$ cat src/sv/fba_pkg.sv
`timescale 1ns / 1ps
package fba_pkg;

  localparam int NUM_ENTRIES     = 16;
  localparam int NUM_BLOCKS      = 128;
  localparam int MAX_FILE_BLOCKS = 8;

  typedef enum logic [1:0] {
    KIND_CREATE    = 2'd0,
    KIND_DELETE    = 2'd1,
    KIND_TRANSLATE = 2'd2,
    KIND_UNUSED    = 2'd3
  } kind_e;

  typedef enum logic [2:0] {
    ST_OK          = 3'd0,
    ST_NAME_USED   = 3'd1,
    ST_TOO_LARGE   = 3'd2,
    ST_NO_ENTRY    = 3'd3,
    ST_NO_SPACE    = 3'd4,
    ST_NOT_FOUND   = 3'd5,
    ST_INDEX_RANGE = 3'd6
  } status_e;

  typedef enum logic [3:0] {
    S_IDLE,
    S_LOOKUP,
    S_DECIDE,
    S_SCAN,
    S_COMMIT,
    S_FREE,
    S_PTR_RD,
    S_PTR_WAIT,
    S_OUT
  } state_e;

  // Commands from the controller to the datapath.
  typedef struct packed {
    logic load;
    logic lookup;
    logic scan_start;
    logic scan_step;
    logic commit;
    logic free_start;
    logic undo_start;
    logic free_step;
    logic del_commit;
    logic ptr_rd;
    logic set_result;
    status_e result_status;
    logic out_load;
  } cmd_t;

  // Status from the datapath to the controller.
  typedef struct packed {
    kind_e kind;
    logic  hit;
    logic  too_large;
    logic  has_free_entry;
    logic  scan_done;
    logic  scan_enough;
    logic  free_done;
    logic  index_bad;
    logic  out_full;
  } sts_t;

endpackage

$ cat src/sv/file_block_allocator.sv
`timescale 1ns / 1ps
// File table with a free-block map.
// Input channel (in_valid_i/in_ready_o) carries one command word: create,
// delete or translate, with a name, a size and a block index. Output channel
// (out_valid_o/out_ready_i) returns one status word per command.
// Commands are handled one at a time; in_ready_o is high only while idle.
// An error found at lookup is set in the result register in S_DECIDE and
// moved to the output register in S_OUT; the controller then returns to idle.
// A translate reads its pointer in S_PTR_RD and sets its result in S_PTR_WAIT.
// A delete frees its blocks in S_FREE, reading one pointer per cycle. A create
// walks the block map one block per cycle from block 1 until it has enough.
// A create that runs out of blocks walks the whole map and then gives back
// the blocks it marked, in S_FREE.
// Reset clears the table and the block map at once; no clearing pass.
// When the receiver stalls, the finished word waits in the output register and
// the next command may be accepted; it waits before loading its own result.
module file_block_allocator (
  input  logic        clk_i,
  input  logic        rst_ni,
  input  logic        in_valid_i,
  output logic        in_ready_o,
  input  logic [1:0]  kind_i,
  input  logic [63:0] file_name_i,
  input  logic [3:0]  file_size_i,
  input  logic [2:0]  block_index_i,
  output logic        out_valid_o,
  input  logic        out_ready_i,
  output logic [2:0]  status_o,
  output logic [3:0]  entry_index_o,
  output logic [6:0]  block_number_o,
  output logic [3:0]  blocks_in_file_o
);
  import fba_pkg::*;

  cmd_t cmd;
  sts_t sts;

  fba_ctrl u_ctrl (
    .clk_i      (clk_i),
    .rst_ni     (rst_ni),
    .in_valid_i (in_valid_i),
    .in_ready_o (in_ready_o),
    .sts_i      (sts),
    .cmd_o      (cmd)
  );

  fba_datapath u_dp (
    .clk_i            (clk_i),
    .rst_ni           (rst_ni),
    .cmd_i            (cmd),
    .sts_o            (sts),
    .kind_i           (kind_i),
    .file_name_i      (file_name_i),
    .file_size_i      (file_size_i),
    .block_index_i    (block_index_i),
    .out_ready_i      (out_ready_i),
    .out_valid_o      (out_valid_o),
    .status_o         (status_o),
    .entry_index_o    (entry_index_o),
    .block_number_o   (block_number_o),
    .blocks_in_file_o (blocks_in_file_o)
  );

endmodule

$ cat src/sv/fba_datapath.sv
`timescale 1ns / 1ps
module fba_datapath (
  input  logic           clk_i,
  input  logic           rst_ni,
  input  fba_pkg::cmd_t  cmd_i,
  output fba_pkg::sts_t  sts_o,
  input  logic [1:0]     kind_i,
  input  logic [63:0]    file_name_i,
  input  logic [3:0]     file_size_i,
  input  logic [2:0]     block_index_i,
  input  logic           out_ready_i,
  output logic           out_valid_o,
  output logic [2:0]     status_o,
  output logic [3:0]     entry_index_o,
  output logic [6:0]     block_number_o,
  output logic [3:0]     blocks_in_file_o
);
  import fba_pkg::*;

  localparam int EW = (NUM_ENTRIES > 1) ? $clog2(NUM_ENTRIES) : 1;
  localparam int BW = $clog2(NUM_BLOCKS);
  localparam int SW = (MAX_FILE_BLOCKS > 1) ? $clog2(MAX_FILE_BLOCKS) : 1;
  localparam int PD = NUM_ENTRIES * MAX_FILE_BLOCKS;
  localparam int PW = EW + SW;

  logic [NUM_ENTRIES-1:0] valid_q;
  logic [63:0]            label_q [NUM_ENTRIES];
  logic [3:0]             length_q [NUM_ENTRIES];
  logic [NUM_BLOCKS-1:0]  taken_q;
  logic [BW-1:0]          ptr_mem [PD];

  logic [1:0]    kind_q;
  logic [63:0]   name_q;
  logic [3:0]    size_q;
  logic [2:0]    bidx_q;
  logic          hit_q;
  logic [EW-1:0] hit_idx_q;
  logic [EW-1:0] free_idx_q;
  logic          free_any_q;
  logic [BW:0]   blk_q;
  logic [4:0]    cnt_q;
  logic [3:0]    lim_q;
  logic [EW-1:0] base_q;
  logic [BW-1:0] ptr_rd_q;
  logic          out_valid_q;
  logic [2:0]    st_q;
  logic [3:0]    ent_q;
  logic [6:0]    bn_q;
  logic [3:0]    len_q;
  logic [2:0]    out_st_q;
  logic [3:0]    out_ent_q;
  logic [6:0]    out_bn_q;
  logic [3:0]    out_len_q;

  logic [NUM_ENTRIES-1:0] match;
  logic          hit_d;
  logic [EW-1:0] hit_idx_d;
  logic          free_any_d;
  logic [EW-1:0] free_idx_d;
  logic [3:0]    hit_len;
  logic          ptr_we;
  logic [PW-1:0] ptr_wa;
  logic [PW-1:0] ptr_ra;

  always_comb begin
    hit_d = 1'b0;
    hit_idx_d = '0;
    free_any_d = 1'b0;
    free_idx_d = '0;
    for (int e = NUM_ENTRIES - 1; e >= 0; e--) begin
      match[e] = valid_q[e] && (label_q[e] == name_q);
      if (match[e]) begin
        hit_d = 1'b1;
        hit_idx_d = EW'(e);
      end
      if (!valid_q[e]) begin
        free_any_d = 1'b1;
        free_idx_d = EW'(e);
      end
    end
  end

  assign hit_len = length_q[hit_idx_q];

  assign ptr_we = cmd_i.scan_step && !taken_q[blk_q[BW-1:0]] && (cnt_q < 5'(size_q));
  assign ptr_wa = {free_idx_q, cnt_q[SW-1:0]};
  assign ptr_ra = cmd_i.ptr_rd ? {hit_idx_q, bidx_q[SW-1:0]} : {base_q, cnt_q[SW-1:0]};

  always_ff @(posedge clk_i) begin
    if (ptr_we) begin
      ptr_mem[ptr_wa] <= blk_q[BW-1:0];
    end
    ptr_rd_q <= ptr_mem[ptr_ra];
  end

  always_ff @(posedge clk_i) begin
    if (cmd_i.load) begin
      kind_q <= kind_i;
      name_q <= file_name_i;
      size_q <= file_size_i;
      bidx_q <= block_index_i;
    end
    if (cmd_i.lookup) begin
      hit_q <= hit_d;
      hit_idx_q <= hit_idx_d;
      free_any_q <= free_any_d;
      free_idx_q <= free_idx_d;
    end
    if (cmd_i.scan_start) begin
      blk_q <= (BW + 1)'(1);
      cnt_q <= '0;
    end else if (cmd_i.scan_step) begin
      if (ptr_we) begin
        cnt_q <= cnt_q + 5'd1;
      end
      blk_q <= blk_q + (BW + 1)'(1);
    end else if (cmd_i.free_start) begin
      cnt_q <= '0;
      lim_q <= hit_len;
      base_q <= hit_idx_q;
    end else if (cmd_i.undo_start) begin
      cnt_q <= '0;
      lim_q <= cnt_q[3:0];
      base_q <= free_idx_q;
    end else if (cmd_i.free_step) begin
      cnt_q <= cnt_q + 5'd1;
    end
  end

  always_ff @(posedge clk_i or negedge rst_ni) begin
    if (!rst_ni) begin
      valid_q <= '0;
      taken_q <= '0;
      for (int e = 0; e < NUM_ENTRIES; e++) begin
        label_q[e] <= '0;
        length_q[e] <= '0;
      end
    end else begin
      if (ptr_we) begin
        taken_q[blk_q[BW-1:0]] <= 1'b1;
      end
      if (cmd_i.commit) begin
        valid_q[free_idx_q] <= 1'b1;
        label_q[free_idx_q] <= name_q;
        length_q[free_idx_q] <= size_q;
      end
      // Pointer read issued in previous step lands in ptr_rd_q now.
      if (cmd_i.free_step && cnt_q != 5'd0) begin
        taken_q[ptr_rd_q] <= 1'b0;
      end
      if (cmd_i.del_commit) begin
        valid_q[hit_idx_q] <= 1'b0;
        label_q[hit_idx_q] <= '0;
      end
    end
  end

  always_ff @(posedge clk_i or negedge rst_ni) begin
    if (!rst_ni) begin
      out_valid_q <= 1'b0;
    end else if (cmd_i.out_load) begin
      out_valid_q <= 1'b1;
    end else if (out_ready_i) begin
      out_valid_q <= 1'b0;
    end
  end

  always_ff @(posedge clk_i) begin
    if (cmd_i.set_result) begin
      st_q <= cmd_i.result_status;
      ent_q <= '0;
      bn_q <= '0;
      len_q <= '0;
      unique case (cmd_i.result_status)
        ST_NAME_USED, ST_INDEX_RANGE: begin
          ent_q <= 4'(hit_idx_q);
          len_q <= hit_len;
        end
        ST_OK: begin
          if (kind_q == KIND_CREATE) begin
            ent_q <= 4'(free_idx_q);
            len_q <= size_q;
          end else begin
            ent_q <= 4'(hit_idx_q);
            len_q <= hit_len;
            if (kind_q == KIND_TRANSLATE) begin
              bn_q <= 7'(ptr_rd_q);
            end
          end
        end
        default: ;
      endcase
    end
  end

  always_ff @(posedge clk_i) begin
    if (cmd_i.out_load) begin
      out_st_q <= st_q;
      out_ent_q <= ent_q;
      out_bn_q <= bn_q;
      out_len_q <= len_q;
    end
  end

  assign sts_o.kind           = kind_e'(kind_q);
  assign sts_o.hit            = hit_q;
  assign sts_o.too_large      = size_q > 4'(MAX_FILE_BLOCKS);
  assign sts_o.has_free_entry = free_any_q;
  assign sts_o.scan_enough    = cnt_q >= 5'(size_q);
  assign sts_o.scan_done      = blk_q == (BW + 1)'(NUM_BLOCKS);
  assign sts_o.free_done      = cnt_q >= 5'(lim_q);
  assign sts_o.index_bad      = (4'(bidx_q) >= hit_len) || (32'(bidx_q) >= MAX_FILE_BLOCKS);
  assign sts_o.out_full       = out_valid_q;

  assign out_valid_o      = out_valid_q;
  assign status_o         = out_st_q;
  assign entry_index_o    = out_ent_q;
  assign block_number_o   = out_bn_q;
  assign blocks_in_file_o = out_len_q;

endmodule

$ cat src/sv/fba_ctrl.sv
`timescale 1ns / 1ps
module fba_ctrl (
  input  logic          clk_i,
  input  logic          rst_ni,
  input  logic          in_valid_i,
  output logic          in_ready_o,
  input  fba_pkg::sts_t sts_i,
  output fba_pkg::cmd_t cmd_o
);
  import fba_pkg::*;

  state_e state_q, state_d;

  always_ff @(posedge clk_i or negedge rst_ni) begin
    if (!rst_ni) begin
      state_q <= S_IDLE;
    end else begin
      state_q <= state_d;
    end
  end

  always_comb begin
    state_d = state_q;
    unique case (state_q)
      S_IDLE:   if (in_valid_i) state_d = S_LOOKUP;
      S_LOOKUP: state_d = S_DECIDE;
      S_DECIDE: begin
        state_d = S_OUT;
        if (sts_i.kind == KIND_CREATE) begin
          if (!sts_i.hit && !sts_i.too_large && sts_i.has_free_entry) begin
            state_d = S_SCAN;
          end
        end else if (sts_i.hit && sts_i.kind == KIND_DELETE) begin
          state_d = S_FREE;
        end else if (sts_i.hit && sts_i.kind == KIND_TRANSLATE && !sts_i.index_bad) begin
          state_d = S_PTR_RD;
        end
      end
      S_SCAN: begin
        if (sts_i.scan_enough) begin
          state_d = S_OUT;
        end else if (sts_i.scan_done) begin
          state_d = S_FREE;
        end
      end
      S_FREE:     if (sts_i.free_done) state_d = S_OUT;
      S_PTR_RD:   state_d = S_PTR_WAIT;
      S_PTR_WAIT: state_d = S_OUT;
      S_OUT:      if (!sts_i.out_full) state_d = S_IDLE;
      default:    state_d = S_IDLE;
    endcase
  end

  always_comb begin
    cmd_o = '0;
    cmd_o.result_status = ST_OK;
    in_ready_o = 1'b0;
    unique case (state_q)
      S_IDLE: begin
        in_ready_o = 1'b1;
        cmd_o.load = in_valid_i;
      end
      S_LOOKUP: cmd_o.lookup = 1'b1;
      S_DECIDE: begin
        cmd_o.set_result = 1'b1;
        if (sts_i.kind == KIND_CREATE) begin
          if (sts_i.hit) begin
            cmd_o.result_status = ST_NAME_USED;
          end else if (sts_i.too_large) begin
            cmd_o.result_status = ST_TOO_LARGE;
          end else if (!sts_i.has_free_entry) begin
            cmd_o.result_status = ST_NO_ENTRY;
          end else begin
            cmd_o.set_result = 1'b0;
            cmd_o.scan_start = 1'b1;
          end
        end else if (!sts_i.hit || sts_i.kind == KIND_UNUSED) begin
          cmd_o.result_status = ST_NOT_FOUND;
        end else if (sts_i.kind == KIND_DELETE) begin
          cmd_o.free_start = 1'b1;
        end else if (sts_i.index_bad) begin
          cmd_o.result_status = ST_INDEX_RANGE;
        end else begin
          cmd_o.set_result = 1'b0;
        end
      end
      S_SCAN: begin
        if (sts_i.scan_enough) begin
          cmd_o.set_result = 1'b1;
          cmd_o.commit = 1'b1;
        end else if (sts_i.scan_done) begin
          // Not enough free blocks: give back the ones marked during the scan.
          cmd_o.set_result = 1'b1;
          cmd_o.result_status = ST_NO_SPACE;
          cmd_o.undo_start = 1'b1;
        end else begin
          cmd_o.scan_step = 1'b1;
        end
      end
      S_FREE: begin
        cmd_o.free_step = 1'b1;
        if (sts_i.free_done && sts_i.kind == KIND_DELETE) begin
          cmd_o.del_commit = 1'b1;
        end
      end
      S_PTR_RD:   cmd_o.ptr_rd = 1'b1;
      S_PTR_WAIT: cmd_o.set_result = 1'b1;
      S_OUT:      cmd_o.out_load = !sts_i.out_full;
      default: ;
    endcase
  end

endmodule

$ cat config.mk
export PLATFORM = sky130hd
export DESIGN_NAME = file_block_allocator
export DESIGN_NICKNAME = d
export VERILOG_FILES = /design/src/sv/fba_pkg.sv /design/src/sv/file_block_allocator.sv /design/src/sv/fba_datapath.sv /design/src/sv/fba_ctrl.sv
export SDC_FILE = /design/constraint.sdc
export NUM_CORES = 2
export LEC_CHECK = 0
export BUFFER_PORTS_ARGS = -buffer_cell sky130_fd_sc_hd__buf_2
export CAP_MARGIN = 0
export CORE_UTILIZATION = 45
export CTS_CLUSTER_SIZE = 14
export DETAILED_ROUTE_END_ITERATION = 6
export PLACE_DENSITY = 0.62
export SETUP_SLACK_MARGIN = 0.15
export SLEW_MARGIN = 0
export SYNTH_ARGS = -nofsm -noshare
export SYNTH_HDL_FRONTEND = slang
export SYNTH_SLANG_ARGS = --single-unit
$ cat constraint.sdc
create_clock -name clk_i -period 6.45 [get_ports clk_i]
set_clock_uncertainty 0.1 [all_clocks]
set_input_delay 0.645 -clock clk_i [delete_from_list [all_inputs] [get_ports clk_i]]
set_output_delay 0.645 -clock clk_i [all_outputs]
set_load 0.03 [all_outputs]
==> flow_summary.json <==
{
  "status": "finished, violations left",
  "violations": "design-rule violations, max-capacitance violations, max-slew violations",
  "syn_inst": 9967,
  "p_comb_share_pct": 29.5,
  "rsz0062_at_grt": "false",
  "whs_ns": 0.158,
  "syn_nets": 10100,
  "fin_nets": 9950,
  "intPower_mw": 30.7,
  "dpl_worst_slack_ns": 0.885,
  "place_area_mm2": 0.107,
  "cp_max_fo": 16,
  "synth-edff-count": 1023,
  "timing.final.ws_setup_ns": 0.741,
  "clk_path_buf_depth": 3,
  "clock_latency_ns": 0.92,
  "layout_commonest_cell": "nand2_1",
  "dp_cells": 12600,
  "synthArstFlopShare_pct": 54.3,
  "switching_power_mw": 17.8,
  "chipWidth_um": 481,
  "crit_type": "flip-flop to flip-flop",
  "wl_mm": 357,
  "maxCapViolations": 1,
  "tightest_slew_ns": 1.50,
  "syn_avg_cell_area_um2": 10.3,
  "grt_pass1_wl_mm": 520,
  "coreArea_mm2": 0.227,
  "cellLeakagePower_nw": 44.1,
  "yosys_warnings": 0,
  "fmax_ghz": 0.175,
  "setup_viol": 0,
  "track_usage_pct": 30.5,
  "arrival_ns": 6.40,
  "initial_core_util_pct": 45.3,
  "overflow": 0,
  "tns_ns": 0,
  "period_share_pct": 88.5,
  "grt_max_degree": 179,
  "numPortBuffers": 96,
  "ys_ff_latch": 2280,
  "fillers": 19900,
  "worstHoldPathType": "input port to flip-flop",
  "numCtsBuffers": 235,
  "ctsHtreeMaxLevel": 4,
  "clkPwrFrac_pct": 29.1,
  "cts_root_buf": "clkbuf_16",
  "yosysSeqAreaShare_pct": 60.2,
  "period_needed_ns": 5.71,
  "grt_antenna_before_repair": 18,
  "critPathLaunchType": "flip-flop",
  "end_kind": "flip-flop",
  "powerDensity_mw_per_mm2": 418,
  "dp_hpwl_mm": 226,
  "vias": 79700,
  "syn2layout_area_growth_pct": 12.5,
  "cts_resized": 0,
  "wire_per_inst_um": 27.3,
  "swShare_pct": 36.7,
  "final_util_pct": 51.0,
  "drive_gt1_share_pct": 9.45,
  "post-route-cell-area_mm2": 0.116,
  "firstDrtPassIters": 7,
  "worstPathRequired_ns": 7.14,
  "die_area_mm2": 0.231,
  "drt_iter0_markers": 11100,
  "finalWeightedCongestion": 0.992,
  "ant_nets": 0,
  "clk_pin_slew_ns": 0.06,
  "grt_pass1_vias": 76100,
  "seqPwrFrac_pct": 41.4,
  "slew_violations": 2,
  "ios": 97,
  "cts_tree": "built",
  "drc_errors": 3,
  "rows": 175,
  "ir_drop_v": 0.000372,
  "via_per_inst": 6.10,
  "relSlewSlack_pct": -2.91,
  "layout_common_cells": "nand2_1 (2714), a21oi_1 (1414), dfrtp_1 (1237)",
  "final-hold-violation-count": 0,
  "synth_cell_types": 78,
  "final_cells": 13100,
  "synth_area_mm2": 0.103,
  "cts_sinks": 2280,
  "die_height_um": 481,
  "totalPowerFinal_mw": 48.5,
  "synthFlopType": "dfrtp_1"
}
[layer usage]
| metal | wire length [µm] | share of wire, % | track usage (%) | vias to the layer above |
|---|---|---|---|---|
| met5 | 68 | 0.019 | 0 | - |
| li1 | - | - | - | 34500 |
| met4 | 19900 | 5.6 | 15.1 | 12 |
| met3 | 34900 | 9.8 | 6.45 | 881 |
| met1 | 142000 | 40 | 41.3 | 40000 |
| met2 | 160000 | 45 | 46.5 | 4369 |
[flip-flops by register name (all words and copies together), names as in the netlist, 5 cells and up]
register             flops
u_dp.ptr_rd_q            7
u_dp.valid_q            16
u_dp.ptr_mem           896
u_dp.taken_q           128
u_dp.label_q          1024
u_dp.cnt_q               5
u_dp.bn_q                7
u_dp.block_number_o      7
u_dp.blk_q               8
u_dp.length_q           64
u_dp.name_q             64
[worst max-delay path, cell delays in order (launching register included)]
cell	delay [ns]
dfrtp_1	0.50
nand4bb_1	0.84
a21oi_4	1.06
buf_4	0.42
mux4_2	0.55
a2111oi_0	1.28
nor3_1	0.23
o22ai_1	0.47
nor3_1	0.11
[power groups by stage]
stage | combinational, mW | sequential, mW | clock (mW)
2_1_floorplan | 8.88 | 19.5 | 0
5_1_grt | 15.2 | 20.2 | 14.8
6_report | 14.3 | 20.1 | 14.1
3_5_place_dp | 14.0 | 20.2 | 0
4_1_cts | 14.1 | 20.0 | 14.3
3_3_place_gp | 13.8 | 20.2 | 0
[timing repair]
item	in CTS	in global routing
endpoints found under the setup margin	0	0
buffers inserted	0	0
hold endpoints to repair	197	0
hold buffers	75	0
[cells in the mapped netlist (all sizes together), types with 46 or more instances]
cell     number  area share [%]
nand3        47            0.23
nand2      2734              10
a21oi      1415             6.9
buf         230             1.0
mux2i        53            0.51
nor4        139            0.84
a31oi        50            0.30
a2111oi      50            0.42
xor2        369             3.1
nand4       144            0.90
nand2b       46            0.28
inv         146            0.53
a221oi      140             1.2
nor3        145            0.71
o21ai        94            0.46
o22ai       110            0.67
dfrtp      1237              30
clkbuf      575             2.1
mux4         83             1.8
o2bb2ai      49            0.42
edfxtp     1023              30
xnor2       378             3.2
nor2        285             1.1
a211oi       75            0.55
[cell families after synthesis]
group / count (synthesis) / share of synthesized area [%]
muxes: 150 / 2.48
xor gates and xnor gates: 747 / 6.34
DFF: 2280 / 60.2
buffers and inverters: 959 / 3.67
AOI/OAI and AO/OA: 2194 / 12.6
and+or+nand+nor: 3622 / 14.5
adders and majority gates: 15 / 0.182
[path summary, 6_finish.rpt]
check | end | slack (ns) | cells past startpoint | from
setup / recovery | u_dp.ptr_rd_q[4]$_DFF_P_ | 0.74 | 8 | u_ctrl.state_q[0]$_DFFE_PN0P_
hold / removal | u_ctrl.state_q[0]$_DFFE_PN0P_ | 0.16 | 4 | in_valid_i
setup reg to reg | u_dp.ptr_rd_q[4]$_DFF_P_ | 0.74 | 8 | u_ctrl.state_q[0]$_DFFE_PN0P_
hold reg to reg | u_dp.block_number_o[4]$_DFFE_PP_ | 0.32 | 0 | u_dp.bn_q[4]$_SDFFCE_PP0P_
max in group asynchronous | u_dp.label_q[734]$_DFF_PN0_ | 4.23 | 3 | rst_ni
min in group asynchronous | u_dp.taken_q[84]$_DFF_PN0_ | 0.25 | 2 | rst_ni
[area by class of cell]
| class | count | area (µm²) | share of cell area, % |
|---|---|---|---|
| sequential | 2280 | 62100 | 53.5 |
| timing repair buffer | 459 | 3820 | 3.29 |
| multi-input combinational | 6728 | 37700 | 32.5 |
| antenna | 6 | 15.0 | 0.0129 |
| inverter | 154 | 578 | 0.498 |
| clock inverter | 127 | 1540 | 1.33 |
| tap | 3009 | 3760 | 3.24 |
| clock buffer | 311 | 6490 | 5.59 |
(Power assumes the default switching activity.)
